## config.mk

```make
export PLATFORM = sky130hd
export DESIGN_NAME = mov_instruction_field_decoder_top
export DESIGN_NICKNAME = d
export VERILOG_FILES = /design/src/rtl/movdec_pkg.sv /design/src/rtl/mov_instruction_field_decoder_top.sv /design/src/rtl/movdec_core.sv /design/src/rtl/movdec_outbuf.sv
export VERILOG_INCLUDE_DIRS = /design/src /design/src/rtl
export SDC_FILE = /design/constraint.sdc
export NUM_CORES = 1
export LEC_CHECK = 0
export ABC_CLOCK_PERIOD_IN_PS = 12100
export BUFFER_PORTS_ARGS = -buffer_cell sky130_fd_sc_hd__buf_2
export CORE_ASPECT_RATIO = 0.75
export CORE_UTILIZATION = 50
export CTS_BUF_LIST = sky130_fd_sc_hd__clkbuf_8
export DETAILED_ROUTE_END_ITERATION = 8
export PLACE_DENSITY_LB_ADDON = 0.2
export SYNTH_ARGS = -nofsm -noshare
export SYNTH_HDL_FRONTEND = slang
export SYNTH_SLANG_ARGS = --single-unit
```

## constraint.sdc

```tcl
create_clock -name i_clk -period 12.1 [get_ports i_clk]
set_input_delay 0.605 -clock i_clk [delete_from_list [all_inputs] [get_ports i_clk]]
set_output_delay 0.605 -clock i_clk [all_outputs]
set_load 0.1 [all_outputs]
```

## src/rtl/mov_instruction_field_decoder_top_defines.svh

```systemverilog
// ---------------------------------------------------------------------------
// MOV decoder assertion macros
// Shared concurrent assertion forms for the MOV instruction field decoder.
// ---------------------------------------------------------------------------
`ifndef MOV_INSTRUCTION_FIELD_DECODER_TOP_DEFINES_SVH
`define MOV_INSTRUCTION_FIELD_DECODER_TOP_DEFINES_SVH

// The consequent must hold in the same cycle as the antecedent.
`define MOVDEC_ASSERT_SAME(label, clk, rst_n, ante, cons) \
    label: assert property (@(posedge clk) disable iff (!rst_n) (ante) |-> (cons)) \
        else $error("MOV decoder: same-cycle check failed");

// The consequent must hold in the cycle after the antecedent.
`define MOVDEC_ASSERT_NEXT(label, clk, rst_n, ante, cons) \
    label: assert property (@(posedge clk) disable iff (!rst_n) (ante) |=> (cons)) \
        else $error("MOV decoder: next-cycle check failed");

`endif

```

## src/rtl/movdec_pkg.sv

```systemverilog
// ---------------------------------------------------------------------------
// MOV decoder package
// Opcode patterns, field codes and the decoded record type.
// ---------------------------------------------------------------------------
package movdec_pkg;

    // Opcode patterns, compared against the upper bits of the opcode byte.
    localparam logic [5:0] OPC_RM_REG  = 6'b100010;
    localparam logic [6:0] OPC_IMM_RM  = 7'b1100011;
    localparam logic [3:0] OPC_IMM_REG = 4'b1011;
    localparam logic [6:0] OPC_MEM_ACC = 7'b1010000;

    // Instruction form codes.
    localparam logic [1:0] FORM_RM_REG  = 2'd0;
    localparam logic [1:0] FORM_IMM_RM  = 2'd1;
    localparam logic [1:0] FORM_IMM_REG = 2'd2;
    localparam logic [1:0] FORM_MEM_ACC = 2'd3;

    // ModRM mod codes.
    localparam logic [1:0] MOD_NO_DISP = 2'd0;
    localparam logic [1:0] MOD_DISP8   = 2'd1;
    localparam logic [1:0] MOD_DISP16  = 2'd2;
    localparam logic [1:0] MOD_REG     = 2'd3;

    // The rm code that means a direct 16-bit address under mod 0.
    localparam logic [2:0] RM_DIRECT = 3'd6;

    // One decoded MOV instruction.
    typedef struct packed {
        logic [1:0]  form;
        logic        wide;
        logic        to_register;
        logic [2:0]  reg_field;
        logic [1:0]  mod_field;
        logic [2:0]  rm_field;
        logic [15:0] displacement;
        logic        has_displacement;
        logic [15:0] immediate;
        logic        has_immediate;
    } t_rec;

endpackage

```

## src/rtl/mov_instruction_field_decoder_top.sv

```systemverilog
// A MOV's last byte is held in the input register; its record is registered in the result buffer.
// Throughput: one code byte per cycle, sustained while the result side is not stalled.
// The state loop in the core decoder, which advances once per decoded byte, sets that rate.
// Reset is synchronous and active low; the decoder returns to expecting an opcode byte.
// ---------------------------------------------------------------------------
// MOV instruction field decoder
// Decodes four 8086 MOV forms from a byte stream into one record each.
// ---------------------------------------------------------------------------
`include "mov_instruction_field_decoder_top_defines.svh"

module mov_instruction_field_decoder_top (
    input  logic        i_clk,
    input  logic        i_rst_n,
    input  logic        i_code_valid,
    input  logic [7:0]  i_code_byte,
    output logic        o_code_stall,
    output logic        o_rec_valid,
    input  logic        i_rec_stall,
    output logic [1:0]  o_form,
    output logic        o_wide,
    output logic        o_to_register,
    output logic [2:0]  o_reg_field,
    output logic [1:0]  o_mod_field,
    output logic [2:0]  o_rm_field,
    output logic [15:0] o_displacement,
    output logic        o_has_displacement,
    output logic [15:0] o_immediate,
    output logic        o_has_immediate
);
    import movdec_pkg::*;

    logic       r_in_valid;
    logic [7:0] r_in_byte;
    logic       w_room;
    logic       w_fire;
    logic       w_emit;
    t_rec       w_core_rec;
    t_rec       w_out_rec;
    logic       w_acc_rec;
    logic       w_acc_ok;

    // The held byte is decoded whenever the result buffer has room.
    assign w_fire       = r_in_valid && w_room;
    assign o_code_stall = r_in_valid && !w_room;

    // Input register.
    always_ff @(posedge i_clk) begin
        if (!i_rst_n) begin
            r_in_valid <= 1'b0;
        end else if (!o_code_stall) begin
            r_in_valid <= i_code_valid;
        end
    end

    always_ff @(posedge i_clk) begin
        if (!o_code_stall && i_code_valid) begin
            r_in_byte <= i_code_byte;
        end
    end

    movdec_core u_core (
        .i_clk   (i_clk),
        .i_rst_n (i_rst_n),
        .i_fire  (w_fire),
        .i_byte  (r_in_byte),
        .o_emit  (w_emit),
        .o_rec   (w_core_rec)
    );

    movdec_outbuf u_outbuf (
        .i_clk   (i_clk),
        .i_rst_n (i_rst_n),
        .i_push  (w_fire && w_emit),
        .i_rec   (w_core_rec),
        .o_room  (w_room),
        .o_valid (o_rec_valid),
        .i_stall (i_rec_stall),
        .o_rec   (w_out_rec)
    );

    // Result fields.
    assign o_form             = w_out_rec.form;
    assign o_wide             = w_out_rec.wide;
    assign o_to_register      = w_out_rec.to_register;
    assign o_reg_field        = w_out_rec.reg_field;
    assign o_mod_field        = w_out_rec.mod_field;
    assign o_rm_field         = w_out_rec.rm_field;
    assign o_displacement     = w_out_rec.displacement;
    assign o_has_displacement = w_out_rec.has_displacement;
    assign o_immediate        = w_out_rec.immediate;
    assign o_has_immediate    = w_out_rec.has_immediate;

    // Memory-to-accumulator items and the address shape they must carry.
    assign w_acc_rec = o_rec_valid && (o_form == FORM_MEM_ACC);
    assign w_acc_ok  = o_has_displacement && (o_rm_field == RM_DIRECT) &&
                       (o_mod_field == MOD_NO_DISP);

    // A full skid stage means the output register is occupied.
    `MOVDEC_ASSERT_SAME(a_skid_implies_out, i_clk, i_rst_n, !w_room, o_rec_valid)
    // A stalled input side always holds a byte that waits for buffer room.
    `MOVDEC_ASSERT_SAME(a_stall_has_byte, i_clk, i_rst_n, o_code_stall, r_in_valid && !w_room)
    // An item of the memory-to-accumulator form always carries a direct address.
    `MOVDEC_ASSERT_SAME(a_mem_acc_direct, i_clk, i_rst_n, w_acc_rec, w_acc_ok)
    // After a decoded item is pushed, the result side shows a valid item in the next cycle.
    `MOVDEC_ASSERT_NEXT(a_push_shows, i_clk, i_rst_n, w_fire && w_emit, o_rec_valid)

endmodule

```

## src/rtl/movdec_core.sv

```systemverilog
// ---------------------------------------------------------------------------
// MOV decoder core
// Holds the instruction assembly state and advances it by one code byte.
// ---------------------------------------------------------------------------
module movdec_core (
    input  logic              i_clk,
    input  logic              i_rst_n,
    input  logic              i_fire,
    input  logic [7:0]        i_byte,
    output logic              o_emit,
    output movdec_pkg::t_rec  o_rec
);
    import movdec_pkg::*;

    typedef enum logic [2:0] {
        PH_OPCODE,
        PH_MODRM,
        PH_DLO,
        PH_DHI,
        PH_ILO,
        PH_IHI
    } t_phase;

    t_phase      r_phase, n_phase;
    logic [1:0]  r_form, n_form;
    logic        r_wide, n_wide;
    logic        r_dir, n_dir;
    logic [7:0]  r_modrm, n_modrm;
    logic [15:0] r_disp, n_disp;
    logic [15:0] r_imm, n_imm;
    logic        n_emit;
    logic        n_byte_disp;

    // A ModRM byte is followed by a displacement for mod 1, mod 2 and the direct address.
    assign n_byte_disp = (i_byte[7:6] == MOD_DISP8) || (i_byte[7:6] == MOD_DISP16) ||
                         ((i_byte[7:6] == MOD_NO_DISP) && (i_byte[2:0] == RM_DIRECT));

    // Next-state decode for one byte.
    always_comb begin
        n_phase = r_phase;
        n_form  = r_form;
        n_wide  = r_wide;
        n_dir   = r_dir;
        n_modrm = r_modrm;
        n_disp  = r_disp;
        n_imm   = r_imm;
        n_emit  = 1'b0;
        unique case (r_phase)
            PH_MODRM: begin
                n_modrm = i_byte;
                if (n_byte_disp) begin
                    n_phase = PH_DLO;
                end else if (r_form == FORM_IMM_RM) begin
                    n_phase = PH_ILO;
                end else begin
                    n_emit  = 1'b1;
                    n_phase = PH_OPCODE;
                end
            end
            PH_DLO: begin
                if (r_modrm[7:6] == MOD_DISP8) begin
                    n_disp = {{8{i_byte[7]}}, i_byte};
                    if (r_form == FORM_IMM_RM) begin
                        n_phase = PH_ILO;
                    end else begin
                        n_emit  = 1'b1;
                        n_phase = PH_OPCODE;
                    end
                end else begin
                    n_disp  = {8'h00, i_byte};
                    n_phase = PH_DHI;
                end
            end
            PH_DHI: begin
                n_disp = {i_byte, r_disp[7:0]};
                if (r_form == FORM_IMM_RM) begin
                    n_phase = PH_ILO;
                end else begin
                    n_emit  = 1'b1;
                    n_phase = PH_OPCODE;
                end
            end
            PH_ILO: begin
                n_imm = {8'h00, i_byte};
                if (r_wide) begin
                    n_phase = PH_IHI;
                end else begin
                    n_emit  = 1'b1;
                    n_phase = PH_OPCODE;
                end
            end
            PH_IHI: begin
                n_imm   = {i_byte, r_imm[7:0]};
                n_emit  = 1'b1;
                n_phase = PH_OPCODE;
            end
            default: begin
                // Opcode byte; the unused phase codes land here as well.
                n_phase = PH_OPCODE;
                n_disp  = '0;
                n_imm   = '0;
                if (i_byte[7:2] == OPC_RM_REG) begin
                    n_form  = FORM_RM_REG;
                    n_wide  = i_byte[0];
                    n_dir   = i_byte[1];
                    n_phase = PH_MODRM;
                end else if (i_byte[7:1] == OPC_IMM_RM) begin
                    n_form  = FORM_IMM_RM;
                    n_wide  = i_byte[0];
                    n_dir   = 1'b0;
                    n_phase = PH_MODRM;
                end else if (i_byte[7:4] == OPC_IMM_REG) begin
                    n_form  = FORM_IMM_REG;
                    n_wide  = i_byte[3];
                    n_dir   = 1'b1;
                    n_modrm = {MOD_NO_DISP, i_byte[2:0], 3'd0};
                    n_phase = PH_ILO;
                end else if (i_byte[7:1] == OPC_MEM_ACC) begin
                    n_form  = FORM_MEM_ACC;
                    n_wide  = i_byte[0];
                    n_dir   = 1'b1;
                    n_modrm = {MOD_NO_DISP, 3'd0, RM_DIRECT};
                    n_phase = PH_DLO;
                end
            end
        endcase
    end

    // Assemble the record from the updated state.
    always_comb begin
        o_emit               = n_emit;
        o_rec.form           = n_form;
        o_rec.wide           = n_wide;
        o_rec.to_register    = n_dir;
        o_rec.reg_field      = n_modrm[5:3];
        o_rec.mod_field      = n_modrm[7:6];
        o_rec.rm_field       = n_modrm[2:0];
        o_rec.displacement   = n_disp;
        o_rec.immediate      = n_imm;
        o_rec.has_immediate  = (n_form == FORM_IMM_RM) || (n_form == FORM_IMM_REG);
        case (n_form)
            FORM_IMM_REG: o_rec.has_displacement = 1'b0;
            FORM_MEM_ACC: o_rec.has_displacement = 1'b1;
            default: o_rec.has_displacement = (n_modrm[7:6] == MOD_DISP8) ||
                                              (n_modrm[7:6] == MOD_DISP16) ||
                                              ((n_modrm[7:6] == MOD_NO_DISP) &&
                                               (n_modrm[2:0] == RM_DIRECT));
        endcase
    end

    // State registers advance once per decoded byte.
    always_ff @(posedge i_clk) begin
        if (!i_rst_n) begin
            r_phase <= PH_OPCODE;
            r_form  <= '0;
            r_wide  <= 1'b0;
            r_dir   <= 1'b0;
            r_modrm <= '0;
            r_disp  <= '0;
            r_imm   <= '0;
        end else if (i_fire) begin
            r_phase <= n_phase;
            r_form  <= n_form;
            r_wide  <= n_wide;
            r_dir   <= n_dir;
            r_modrm <= n_modrm;
            r_disp  <= n_disp;
            r_imm   <= n_imm;
        end
    end

endmodule

```

## src/rtl/movdec_outbuf.sv

```systemverilog
// ---------------------------------------------------------------------------
// MOV decoder result buffer
// Output register with a skid stage; the core waits on the stall only when the skid stage is full.
// ---------------------------------------------------------------------------
module movdec_outbuf (
    input  logic              i_clk,
    input  logic              i_rst_n,
    input  logic              i_push,
    input  movdec_pkg::t_rec  i_rec,
    output logic              o_room,
    output logic              o_valid,
    input  logic              i_stall,
    output movdec_pkg::t_rec  o_rec
);
    import movdec_pkg::*;

    logic  r_out_valid;
    logic  r_skd_valid;
    t_rec  r_out;
    t_rec  r_skd;
    logic  n_load_out;

    // The output register takes a new item when it is empty or being drained.
    assign n_load_out = !r_out_valid || !i_stall;
    assign o_room     = !r_skd_valid;
    assign o_valid    = r_out_valid;
    assign o_rec      = r_out;

    // Valid flags.
    always_ff @(posedge i_clk) begin
        if (!i_rst_n) begin
            r_out_valid <= 1'b0;
            r_skd_valid <= 1'b0;
        end else if (n_load_out) begin
            r_out_valid <= r_skd_valid || i_push;
            r_skd_valid <= 1'b0;
        end else if (i_push) begin
            r_skd_valid <= 1'b1;
        end
    end

    // Payload registers.
    always_ff @(posedge i_clk) begin
        if (n_load_out) begin
            r_out <= r_skd_valid ? r_skd : i_rec;
        end else if (i_push) begin
            r_skd <= i_rec;
        end
    end

endmodule
```

Yosys cells after proc, flatten, opt, wreduce, memory -nomap -nowiden
Index checks and enable logic that the tools add are counted.
{ "totals": {"in_bits": 12, "register_bits": 150} }
{ "op_classes": {"n_reduce_logical": 25, "n_mux": 39, "n_bitwise": 2, "eq_ne": 20} }
{ "op_table": {"columns": ["operator", "n"], "rows": [
  ["one-hot mux 16 bit (3 select lines)", 2],
  ["two-way mux 46 bit", 1],
  ["two-way mux 8 bit", 4],
  ["two-way mux 3 bit", 7],
  ["two-way mux 16 bit", 1],
  ["one-hot mux 8 bit (2 select lines)", 1],
  ["one-hot mux 3 bit (5 select lines)", 1],
  ["== test 7 bit (second input constant)", 2],
  ["two-way mux 1 bit", 14],
  ["== test 3 bit (second input constant)", 4],
  ["two-way mux 2 bit", 6],
  ["== test 2 x 1 -> 1 bit (second input constant)", 5],
  ["== test 2 bit (second input constant)", 4],
  ["logical OR 1 bit", 7],
  ["== test 3 x 2 -> 1 bit (second input constant)", 2],
  ["== test 6 bit (second input constant)", 1],
  ["logical AND 1 bit", 6],
  ["OR reduction 3 bit", 2],
  ["one-hot mux 1 bit (5 select lines)", 1],
  ["OR reduction 5 bit", 1],
  ["== test 4 bit (second input constant)", 1],
  ["zero test 1 bit", 4],
  ["zero test 2 bit", 2],
  ["OR reduction 4 bit", 1],
  ["5 further kinds", 6]
]} }

Depth between registers and ports, before layout
Gate-level depths: netlist of the first run.
{ "logic_depth": {"word_depth": 11, "depth_mapped": 10, "depth_no_buf": 10} }

By module
A second synthesis of the first run with hierarchy kept.
{ "unflattened": {"cells_unflattened": 498, "hier_area_um2": 6581.3} }
{ "by_module_without_submodules": {"columns": ["mod", "area_each_um2", "n_inst", "cells_each", "seq_area_each_um2"], "rows": [
  ["movdec_outbuf", 3473.3, 1, 151, 2802.7],
  ["movdec_core", 2807.7, 1, 333, 940.9],
  ["mov_instruction_field_decoder_top", 300.3, 1, 14, 260.2]
]} }

Worst setup path before layout of the first run
No wires, ideal clock.
{ "synth_timing": {"path_kind": "flip-flop to flip-flop", "startpoint": "reg u_outbuf.r_out_valid, in the netlist u_outbuf.o_valid", "endpoint": "reg u_outbuf.r_skd[0] (netlist bit) (enable)", "setup_ps": 450, "required_ps": 11650, "path_buffers": 0, "stages_incl_launch_ff": 3, "arrival_time_ps": 4397, "slack_ps": 7253, "path_cell_list": "dfxtp_1 -> nand2_1 -> nor2_1"} }
{ "synth_between": {"elab_chain_len": 4} }
{ "synth_lines": {"columns": ["element", "line", "source"], "rows": [
  ["start: declaration", "movdec_outbuf.sv:17", "logic r_out_valid;"],
  ["start signal: assignment", "movdec_outbuf.sv:35", "r_out_valid <= r_skd_valid || i_push;"],
  ["zero test 1 bit", "movdec_outbuf.sv:24", "assign n_load_out = !r_out_valid || !i_stall;"],
  ["logical OR 1 bit", "movdec_outbuf.sv:24", null],
  ["via u_outbuf.n_load_out", "movdec_outbuf.sv:21", "logic n_load_out;"],
  ["NOT 1 bit (no line)", null, null],
  ["AND reduction 2 bit (no line)", null, null],
  ["end signal: assignment", "movdec_outbuf.sv:47", "r_skd <= i_rec;"],
  ["end: declaration", "movdec_outbuf.sv:20", "t_rec r_skd;"]
]} }
The timed path passes the listed nets, and every way through them passes these cells.
A chain may end at the register's enable or synchronous reset.

Worst setup path after layout of the first run
{ "layout_timing": {"startpoint": "reg r_in_byte[6]", "endpoint": "reg u_outbuf.r_skd[40] (netlist bit) (enable)"} }
{ "layout_between": {"elab_chain_len": 7, "elab_cells_between_ends": 10, "classes_between": "eq/ne: 2; mux: 2; reduce/logical: 6"} }
{ "layout_lines": {"columns": ["element", "line", "source"], "rows": [
  ["start: declaration", "mov_instruction_field_decoder_top.sv:33", "logic [7:0] r_in_byte;"],
  ["start signal: assignment", "mov_instruction_field_decoder_top.sv:57", "r_in_byte <= i_code_byte;"],
  ["== test 2 x 1 -> 1 bit, or another cell as far along", "movdec_core.sv:35", "assign n_byte_disp = (i_byte[7:6] == MOD_DISP8) || (i_byte[7:6] == MOD_DISP16) ||"],
  ["logical OR 1 bit or logical AND 1 bit (tied branches)", "movdec_core.sv:35, movdec_core.sv:36", null],
  ["logical OR 1 bit (*)", "movdec_core.sv:35", null],
  ["two-way mux 1 bit (*)", "movdec_core.sv:51", "if (n_byte_disp) begin"],
  ["one-hot mux 1 bit (5 select lines) (*)", "movdec_core.sv:48", "unique case (r_phase)"],
  ["logical AND 1 bit (*)", "mov_instruction_field_decoder_top.sv:73", ".i_push (w_fire && w_emit),"],
  ["AND reduction 2 bit (no line) (*)", null, null]
]} }
Mark *: on every way between the ends. The rest lies on a longest branch, timed or not.

==> results of run 1 <==
==> stage by stage <==
step / instance area [µm²] / setup slack, ns / hold WS, ns
2_1_floorplan: 6320 / 7.25 / 0.436
3_3_place_gp: 6740 / 9.09 / 0.445
3_5_place_dp: 6740 / 9.01 / 0.456
4_1_cts: 7120 / 8.97 / 0.313
5_1_grt: 7120 / 8.66 / 0.296
6_report: 7120 / 8.94 / 0.331
==> Yosys cell counts (3+ instances only) <==
master,instances
ha_1,4
mux2_2,46
clkbuf_1,16
nor3_1,38
a31oi_1,6
and3_1,4
inv_1,7
a22oi_1,4
buf_4,3
a21oi_1,11
inv_2,4
nor2_1,80
nand3_1,4
dfxtp_1,50
buf_1,5
nand3b_1,3
nand2_1,26
o21a_1,3
o21ai_0,8
buf_2,5
a211oi_1,7
edfxtp_1,100
a22o_1,22
nor2b_1,8
a221o_1,7
==> sequential cells by signal (all words and copies together) (netlist names) <==
| name | cells |
|---|---|
| u_outbuf.o_rec | 46 |
| u_outbuf.r_skd | 46 |
| u_core.r_disp | 16 |
| u_core.r_imm | 16 |
| r_in_byte | 8 |
| u_core.r_modrm | 8 |
| u_core.r_phase | 3 |
| u_core.r_form | 2 |
| r_in_valid | 1 |
| u_core.r_dir | 1 |
| u_core.r_wide | 1 |
| u_outbuf.o_valid | 1 |
| u_outbuf.r_skd_valid | 1 |
==> logic make-up after synthesis <==
logic type	after synthesis
simple gates	176
flops	150
compound gates	88
mux	46
buf+inv	41
fa+ha+maj	4
xor+xnor	1
==> where the power goes <==
group	leakage [nW]	internal [mW]	switching, mW
combinational	1.23	0.0323	0.106
sequential	1.49	0.565	0.0163
clock	0.187	0.180	0.187
total	2.90	0.777	0.309
==> layout make-up <==
class	instances	area (µm²)	share of cell area, %
tap	166	208	2.92
timing repair buffer	64	333	4.68
sequential	150	4010	56.3
multi-input combinational	315	2160	30.3
inverter	11	41.3	0.580
clock inverter	15	140	1.97
clock buffer	17	234	3.29
==> metal layers <==
layer | vias up | wire length (µm)
met5 | - | 0
met4 | 0 | 197
met3 | 18 | 672
met2 | 123 | 6060
met1 | 2105 | 6690
li1 | 1990 | -
==> how the worst max path moves through the flow <==
stage | from | end | depth (start not counted)
final | r_in_byte[6]$_DFFE_PP_ | u_outbuf.r_skd[40]$_DFFE_PP_ | 8
after floorplan | u_outbuf.o_valid$_SDFFE_PN0P_ | u_outbuf.r_skd[0]$_DFFE_PP_ | 2
after global placement | r_in_byte[6]$_DFFE_PP_ | u_outbuf.r_skd[36]$_DFFE_PP_ | 8
after CTS | r_in_byte[6]$_DFFE_PP_ | u_outbuf.r_skd[40]$_DFFE_PP_ | 8
after detailed placement | r_in_byte[6]$_DFFE_PP_ | u_outbuf.r_skd[40]$_DFFE_PP_ | 8
after global routing | r_in_byte[6]$_DFFE_PP_ | u_outbuf.r_skd[37]$_DFFE_PP_ | 8
==> worst max-delay path: stages, from the launching register on <==
cell      delay [ns]
edfxtp_1        0.60
inv_1           0.15
ha_1            0.31
a41oi_1         0.24
a21oi_1         0.13
o32ai_1         0.21
nand3_1         0.18
nor2_4          0.53
buf_4           0.45
==> impl_results.md, run 1 <==
- Area of the core: 12300 µm²
- Min-delay worst type: in -> reg
- Number of port buffers: between 50 and 60
- DR vias/cell: 5.74
- Crit Path Category: reg -> reg
- Post-synthesis sequential area ratio: 63.3%
- Number of synthesized register bits: 150
- Synth warnings: 0
- Distinct cells, synth: 55
- Initial antenna violation count: 0
- H-tree depth: 4
- NumNets Final: 575
- Commonest non-fill, non-tap cell in the layout: edfxtp_1
- CP required: 12.21 ns
- Final Cycle Share: 26.2%
- Setup TNS: 0 ns
- Die W: between 100 and 150 µm
- Synth Area in Compound Gates: 11.2%
- Final Max Tran Viols: 0
- Total CTS buffers: 17
- Post-synth top area share: a little under half
- Hold Path Origin: i_code_byte[1]
- Post-DR wirelength/cell: 18.4 µm
- Post-synth EDFFs: 100
- Die area: 13100 µm²
- Final core occ: 57.8%
- Number of global-route vias before repair: 4066
- Post-Place Cells: slightly above 700
- Post-Syn Nets: about 520
- Post-route ant nets: 0
- Slew headroom: 46.4%
- Routing usage on met1: 31.4%
- Syn Std Cell Area: 6320 µm²
- Peak Freq: about 0.32 GHz
- Hold path depth: 1
- Post-route DRC: 0
- Clk buf depth: 2
- Leakage: 2.90 nW
- Most frequent cells in the layout: edfxtp_1 (100), nor2_1 (79), buf_2 (59), dfxtp_1 (49), mux2_2 (46)
- Final Power: 1.09 mW
- Drt pass-1 iters: 5
- Finished Layout Cells: 738
- DPL Wire Length: 8320 µm
- Setup violators final: 0
- Setup bufs post-CTS: 0
- Clock Tree Root: clkbuf_8
- RSZ-0062 raised after global routing: false
- Total Wirelength: 13600 µm
- CTS Sinks: 150
- Area growth syn-to-layout: 12.6%
- Synthesized area per cell: 12.5 µm²
- Simple-gate share of the synthesized area: 13.5%
- Peak supply drop: 0.0807 mV
- Largest net degree at the start of global routing: 57
- Critical Path Fanout Max: 26
- Std cell rows: 35
- R2r setup slk: 8.94 ns
- Die Y: 99.4 µm
- GRT busiest layer: met2
- Met3 Usage GRT: approximately 5.5%
- FF-to-FF path depth: 8
- GRT Total Usage: 22.2%
- FF-to-FF End: u_outbuf.r_skd[40]$_DFFE_PP_
- Layout fillers: 1032
- Cell count after synthesis: just over 500
- Hold Buf Count CTS: 0
- Adder-Cell Fraction of Synth Area: 0.792%
- GRT overflow: 0
- PostCTS Resize Cnt: 0
- WHS Endpoint: r_in_byte[1]$_DFFE_PP_
- Mux contribution to synthesized area: 8.19%
- Antenna cells: 0
- Arrival time at the worst endpoint: 3.27 ns
- Synth Flop Type: edfxtp_1
- Crit. End Element: flip-flop
- Largest family of logic cells by synthesized area: simple AND/OR/NAND/NOR gates
- First-pass GRT wire length: ~22000 µm
- CP Launch Type: flip-flop
- Xor and xnor area share after synthesis: less than 1%
- Clock skew after layout: 0.0122 ns
- Worst slew pin tran: roughly 0.80 ns
- Initial core utilization: between 50% and 60%
- Post-route minimum period: 3.16 ns
- Max-capacitance violation count: 0
- Asr flop ratio synth: 0%
- Clk pin slew, worst setup/hold paths: about 0.080 ns
- Met2 GRT Util: 33.2%
- Area contributors post-synth: edfxtp_1 (47%), dfxtp_1 (16%), mux2_2 (8.2%), nor2_1 (4.7%), a22o_1 (3.0%)
- Layout cell share with drive strength beyond 1: ~28%
- Final Hold Vio Count: 0
- Pwr/cell area: 153 nW/µm²
- R2r startpoint: r_in_byte[6]$_DFFE_PP_
- 1st-iter DRT viols: 298
- Placer congestion estimate: 0.812
- Status: finished, final reports clean
- Num ports: 60
- CTS tree: yes
- Worst-skew pair later-pin latency: 0.44 ns
- Vias: 4236
- Area leader, netlist: edfxtp_1
Note: power is estimated with default switching activity, not from simulation.
==> run 2: changes to the inputs <==
--- a/config.mk
+++ b/config.mk
@@ -6,7 +6,8 @@
 export SDC_FILE = /design/constraint.sdc
 export NUM_CORES = 1
 export LEC_CHECK = 0
-export ABC_CLOCK_PERIOD_IN_PS = 12100
+export ABC_AREA = 1
+export ABC_CLOCK_PERIOD_IN_PS = 3200
 export BUFFER_PORTS_ARGS = -buffer_cell sky130_fd_sc_hd__buf_2
 export CORE_ASPECT_RATIO = 0.75
 export CORE_UTILIZATION = 50
==> constraint.sdc (replaced) <==
create_clock -name i_clk -period 3.2 [get_ports i_clk]
set_input_delay 0.16 -clock i_clk [delete_from_list [all_inputs] [get_ports i_clk]]
set_output_delay 0.16 -clock i_clk [all_outputs]
set_load 0.1 [all_outputs]
==> impl_results.md, run 2 <==
- Status: finished, final reports clean
- Post-Syn Nets: 696 (+33%)
- R2r startpoint: r_in_byte[6]$_DFFE_PP_
- 1st-iter DRT viols: 415 (+39%)
- Leakage: 3.48 nW (+20%)
- Worst slew pin tran: 0.728 ns (-0.0764 ns)
- Slowest CP cell: o21ai_1
- FF-to-FF path depth: 12 (+4)
- CP Launch Type: flip-flop
- Initial antenna violation count: 0 (unchanged)
- DR vias/cell: 5.29 (-7.8%)
- Post-synth top area share: 46.6% (-0.91 points)
- Syn Std Cell Area: 6450 µm² (+2.0%)
- Slew headroom: 51.3% (+4.9 points)
- Setup crit start: r_in_byte[6]$_DFFE_PP_
- GRT Total Usage: 24.8% (+2.5 points)
- Clk pin slew, worst setup/hold paths: 0.09 ns (about the same)
- PostCTS Resize Cnt: 0 (unchanged)
- Number of global-route vias before repair: 4608 (+13%)
- Critical path buffers and inverters: 3 (+1)
- Synthesized area per cell: 9.48 µm² (-24%)
- Vias: 4913 (+16%)
- Area contributors post-synth: edfxtp_1 (47%), dfxtp_1 (16%), nand2_1 (8.3%), o21ai_0 (6.0%), inv_1 (5.9%)
- Post-synth EDFFs: 100 (unchanged)
- Area growth syn-to-layout: 14.3%
- Crit. End Element: flip-flop
- Hold Buf Count CTS: 9 (+9)
- Final Max Tran Viols: 0 (unchanged)
- Setup bufs post-CTS: 0 (unchanged)
- Number of port buffers: 59 (unchanged)
- Min-delay worst type: in -> reg
- Cell count along the critical path: 12 (+4)
- Area of the core: 12400 µm² (+1.1%)
- Final Hold Vio Count: 0 (unchanged)
- First-pass GRT wire length: 24800 µm (+13%)
- GRT overflow: 0 (unchanged)
- Die Y: 100 µm (+0.95%)
- Post-Place Cells: 887 (+26%)
- Dpl cell area: 6900 µm² (+2.4%)
- NumNets Final: 765 (+33%)
- Placer congestion estimate: 0.918 (+13%)
- DPL Wire Length: 10400 µm (+25%)
- Post-DR wirelength/cell: 16.9 µm (-8.5%)
- Critical-path cell list: inv_1, ha_1, nand3_1, inv_1, nor2_1, inv_1, o21ai_1, a21oi_2, ha_1, nor2_1, o21ai_1, and2_1
- H-tree depth: 4 (unchanged)
- Initial core utilization: 51.8% (+0.45 points)
- CTS Sinks: 150 (unchanged)
- Cell count after synthesis: 680 (+34%)
- CP required: 3.41 ns (-8.80 ns)
- Critical path's largest stage delay: 0.40 ns (-0.20 ns)
- Most frequent cells in the layout: nand2_1 (142), inv_1 (103), edfxtp_1 (100), o21ai_0 (77), buf_2 (59)
- Pwr/cell area: 589 nW/µm² (+290%)
- Setup TNS: 0 ns (unchanged)
- CTS tree: yes
- Die W: 133 µm (+0.96%)
- Clock skew after layout: 0.0116 ns (-0.000597 ns)
- RSZ-0062 raised after global routing: false
- FF-to-FF End: u_outbuf.r_skd[17]$_DFFE_PP_
- Drt pass-1 iters: 5 (unchanged)
- Largest net degree at the start of global routing: 66 (+16%)
- Antenna cells: 0 (unchanged)
- Max-capacitance violation count: 0 (unchanged)
- Synth warnings: 0 (unchanged)
- R2r setup slk: 0.46 ns (-8.48 ns)
- Layout cell share with drive strength beyond 1: 16.3% (-12 points)
- Distinct cells, synth: 30 (-45%)
- Worst-skew pair later-pin latency: 0.46 ns (+0.02 ns)
- Setup violators final: 0 (unchanged)
- Post-synth top cells: nand2_1 (143), inv_1 (101), edfxtp_1 (100)
- Area leader, netlist: edfxtp_1
- Asr flop ratio synth: 0% (unchanged)
- Post-route cell area: 7370 µm² (+3.5%)
- Post-route minimum period: 2.74 ns (-0.423 ns)
- Most frequent cell after synthesis: nand2_1
- Total CTS buffers: 17 (unchanged)
- Std cell rows: 35 (unchanged)
- Num ports: 60 (unchanged)
- Arrival time at the worst endpoint: 2.95 ns (-0.32 ns)
- Total Wirelength: 15700 µm (+15%)
- Critical Path Fanout Max: 7 (-73%)
- Worst Setup EP: u_outbuf.r_skd[17]$_DFFE_PP_
- Number of synthesized register bits: 150 (unchanged)
- Final Cycle Share: 85.7% (+60 points)
- Post-Place Worst Slack: 0.523 ns (-8.48 ns)
- Clk buf depth: 2 (unchanged)
- Commonest non-fill, non-tap cell in the layout: nand2_1
- Hold Path Origin: i_rst_n
- Clock Tree Root: clkbuf_8
- Die area: 13400 µm² (+1.9%)
- Post-synthesis sequential area ratio: 62.1% (-1.2 points)
- Peak Freq: 0.365 GHz (+15%)
- Worst Slack Setup Final: 0.459 ns (-8.48 ns)
- Crit Path Category: reg -> reg
- Post-route ant nets: 0 (unchanged)
- Family with the most delay on the worst path: compound AO/OA/AOI/OAI gates
- Synth Flop Type: edfxtp_1
- Peak supply drop: 0.369 mV (+360%)
- Final core occ: 59.3% (+1.4 points)
- Finished Layout Cells: 928 (+26%)
- Post-route DRC: 0 (unchanged)
- Crit-path most repeated cell: inv_1
## run 2: changes by cell type after synthesis, sizes merged, moves of 22 or more
cell and change:
a21oi +37, a22o -22, inv +97, mux2 -46, nand2 +126, nor2 -32, nor3 -39, o21ai +77
## run 2: cell families (layout without fill, tap and decap cells)
| logic type | after synthesis | after routing | share of synthesized area [%] |
|---|---|---|---|
| buffers and inverters | 134 | 216 | 8.07 |
| AO/OA/AOI/OAI | 167 | 167 | 14.2 |
| adder cells (fa/ha/maj) | 4 | 4 | 0.776 |
| flip-flops | 150 | 150 | 62.1 |
| AND/OR/NAND/NOR | 224 | 224 | 14.6 |
| XOR/XNOR | 1 | 1 | 0.252 |
## run 2: stage by stage
step	hold slack [ns]	power [mW]
floorplan	0.259	2.83
global placement	0.344	2.97
detailed placement	0.347	2.97
CTS	0.0707	4.35
finish	0.0912	4.34
global route	0.103	4.48
## run 2: routing by layer
metal / track usage [%] / share of wire, % / up-vias
li1: - / - / 2408
met2: 38.5 / 43 / 168
met3: 3.84 / 5.4 / 18
met4: 9.97 / 1.4 / 0
met5: 0 / 0 / -
met1: 35.1 / 50 / 2319
## run 2: final cells by class
| type | count | area, µm² |
|---|---|---|
| multi-input cells | 396 | 1930 |
| inverters | 108 | 405 |
| clock inverters | 14 | 128 |
| repair buffers | 76 | 445 |
| well taps | 166 | 208 |
| clock buffers | 18 | 248 |
| fillers | 1094 | 5070 |
| flip-flops and latches | 150 | 4000 |
## run 2: power by group
group          internal, mW  switching, mW  leakage [nW]
combinational         0.137          0.602          1.77
sequential             2.16         0.0443          1.52
clock                 0.641          0.756         0.193
total                  2.94           1.40          3.48
## run 2: tightest hold or removal path: stages
cell and delay, ns:
buf_2 0.19, o21ai_0 0.11, a21oi_1 0.04
## run 2: worst min-delay path by stage
stage,to,slack (ns),cells past startpoint
3_5_place_dp,r_in_byte[2]$_DFFE_PP_,0.35,1
6_report,u_core.r_imm[1]$_SDFFE_PN0P_,0.09,3
3_3_place_gp,r_in_byte[0]$_DFFE_PP_,0.34,1
2_1_floorplan,r_in_byte[0]$_DFFE_PP_,0.26,0
4_1_cts,u_core.r_phase[2]$_SDFFE_PN0P_,0.07,3
5_1_grt,u_core.r_imm[3]$_SDFFE_PN0P_,0.10,3
==> run 3: changes to the inputs <==
--- a/config.mk
+++ b/config.mk
@@ -13,7 +13,9 @@
 export CORE_UTILIZATION = 50
 export CTS_BUF_LIST = sky130_fd_sc_hd__clkbuf_8
 export DETAILED_ROUTE_END_ITERATION = 8
+export HOLD_SLACK_MARGIN = 0.15
 export PLACE_DENSITY_LB_ADDON = 0.2
+export SETUP_SLACK_MARGIN = 0.1
 export SYNTH_ARGS = -nofsm -noshare
 export SYNTH_HDL_FRONTEND = slang
 export SYNTH_SLANG_ARGS = --single-unit
==> impl_results.md, run 3 (synthesized netlist as in run 2, its figures left out) <==
- Status: finished, final reports clean
- DPL Wire Length: 10400 µm (unchanged)
- GRT overflow: 0 (unchanged)
- Sw Ratio: 32.2% (-0.066 points)
- Num ports: 60 (unchanged)
- Post-route minimum period: 2.74 ns (-0.000204 ns)
- Clock skew after layout: 0.0128 ns (+0.00121 ns)
- Critical-path cell list: inv_1, ha_1, nand3_1, inv_1, nor2_1, inv_1, o21ai_1, a21oi_2, ha_1, nor2_1, o21ai_1, and2_1
- Clock share of power: 32.2% (about the same)
- Initial antenna violation count: 0 (unchanged)
- Setup bufs post-CTS: 0 (unchanged)
- Pint: 2.94 mW (about the same)
- Arrival time at the worst endpoint: 2.95 ns (about the same)
- Setup TNS: 0 ns (unchanged)
- Final Cycle Share: 85.7% (about the same)
- Post-route ant nets: 0 (unchanged)
- Crit. End Element: flip-flop
- RSZ-0062 raised after global routing: false
- Final Hold Vio Count: 0 (unchanged)
- Slowest CP cell: o21ai_1
- PostCTS Resize Cnt: 0 (unchanged)
- Drt pass-1 iters: 5 (unchanged)
- Clk pin slew, worst setup/hold paths: 0.08 ns (about the same)
- Pwr/cell area: 588 nW/µm² (-0.20%)
- Vias: 4940 (+0.55%)
- Antenna cells: 0 (unchanged)
- Worst-skew pair later-pin latency: 0.45 ns (about the same)
- Die area: 13400 µm² (unchanged)
- Setup crit start: r_in_byte[6]$_DFFE_PP_
- 1st-iter DRT viols: 387 (-6.7%)
- Max-capacitance violation count: 0 (unchanged)
- GRT busiest layer: met2
- Die Y: 100 µm (unchanged)
- GRT Total Usage: 24.8% (unchanged)
- Crit Path Category: reg -> reg
- Area of the core: 12400 µm² (unchanged)
- Std cell rows: 35 (unchanged)
- Hold Buf Count CTS: 10 (+1)
- Worst slew pin tran: 0.718 ns (-0.00939 ns)
- Die W: 133 µm (unchanged)
- Comb power frac: 17.0% (about the same)
- Initial core utilization: 51.8% (unchanged)
- Clk buf depth: 2 (unchanged)
- Post-DR wirelength/cell: 16.8 µm (-0.36%)
- Met3 Usage GRT: 3.84% (unchanged)
- Area growth syn-to-layout: 14.5%
- Seq pwr share: 50.8% (about the same)
- Number of port buffers: 59 (unchanged)
- Commonest non-fill, non-tap cell in the layout: nand2_1
- Total CTS buffers: 17 (unchanged)
- Min-delay worst type: in -> reg
- Largest net degree at the start of global routing: 66 (unchanged)
- Routing usage on met1: 35.1% (unchanged)
- Critical Path Fanout Max: 7 (unchanged)
- CP required: 3.41 ns (about the same)
- CTS Sinks: 150 (unchanged)
- Hold Path Origin: i_code_byte[0]
- Leakage: 3.49 nW (+0.12%)
- Most frequent cells in the layout: nand2_1 (142), inv_1 (103), edfxtp_1 (100), o21ai_0 (77), buf_2 (59)
- Post-route DRC: 0 (unchanged)
- Setup violators final: 0 (unchanged)
- Sw Pwr: 1.40 mW (-0.27%)
- DR vias/cell: 5.32 (+0.44%)
- Number of global-route vias before repair: 4614 (+0.13%)
- Clock Tree Root: clkbuf_8
- Crit-path most repeated cell: inv_1
- Placer congestion estimate: 0.918 (unchanged)
- Peak Freq: 0.365 GHz (about the same)
- Final Power: 4.34 mW (about the same)
- Met2 GRT Util: 38.5% (unchanged)
- R2r startpoint: r_in_byte[6]$_DFFE_PP_
- Total Wirelength: 15600 µm (-0.26%)
- First-pass GRT wire length: 24800 µm (about the same)
- CTS tree: yes
- Peak supply drop: 0.369 mV (about the same)
- Slew headroom: 51.9% (+0.63 points)
- NumNets Final: 766 (+0.13%)
- Final Max Tran Viols: 0 (unchanged)
- Layout cell share with drive strength beyond 1: 16.3% (-0.021 points)
- Critical path's largest stage delay: 0.40 ns (about the same)
- Layout fillers: 1092 (-0.18%)
- CP Launch Type: flip-flop
- H-tree depth: 4 (unchanged)
-- run 3: cell types whose count changed in the layout (fill, tap and decap cells not counted), sizes merged --
cell         delta
dlygate4sd3     +1
-- run 3: critical path, delay by kind of cell, from the launching register on --
| kind | cells | cell delay, ns |
|---|---|---|
| compound gates | 3 | 0.62 |
| fa+ha+maj | 2 | 0.54 |
| buf+inv | 3 | 0.37 |
| flops | 1 | 0.39 |
| simple gates | 4 | 0.58 |
-- run 3: path summary, 6_finish.rpt --
| kind | endpoint | slack [ns] | cells past startpoint |
|---|---|---|---|
| worst max-delay path | u_outbuf.r_skd[17]$_DFFE_PP_ | 0.46 | 12 |
| worst min-delay path | r_in_byte[0]$_DFFE_PP_ | 0.42 | 2 |
| worst max register to register | u_outbuf.r_skd[17]$_DFFE_PP_ | 0.46 | 12 |
| worst min register to register | r_in_valid$_SDFFE_PN0N_ | 0.50 | 2 |
-- run 3: layout make-up --
class	instances	area [µm²]	share of cell area, %
clock buffers	18	248	3.36
clock inverters	14	128	1.73
inverters	108	405	5.49
multi-input cells	396	1930	26.2
flip-flops and latches	150	4000	54.3
well taps	166	208	2.81
repair buffers	77	455	6.17
-- run 3: layer usage --
layer	part of all wire, %	wire length, µm	vias up
met5	0	0	-
met4	1.6	249	0
met3	5.1	797	21
met2	44	6910	176
met1	49	7660	2338
li1	-	-	2405
-- run 3: power groups by stage --
stage	Sequential [mW]	Clock (mW)	Combinational [mW]
after floorplan	2.58	0	0.255
after global placement	2.24	0	0.721
after detailed placement	2.25	0	0.726
after CTS	2.20	1.41	0.739
after global routing	2.21	1.48	0.788
final	2.20	1.39	0.739
-- run 3: stage by stage --
| stage | instances | hold slack, ns | util (%) | area, µm² | worst slack (ns) |
|---|---|---|---|---|---|
| floorplan | 680 | 0.259 | - | 6460 | 0.133 |
| global placement | 887 | 0.344 | 55.5 | 6900 | 0.587 |
| detailed placement | 887 | 0.347 | 55.5 | 6900 | 0.523 |
| CTS | 929 | 0.394 | 59.3 | 7380 | 0.499 |
| global route | 929 | 0.411 | 59.3 | 7380 | 0.234 |
| finish | 929 | 0.420 | 59.3 | 7380 | 0.459 |
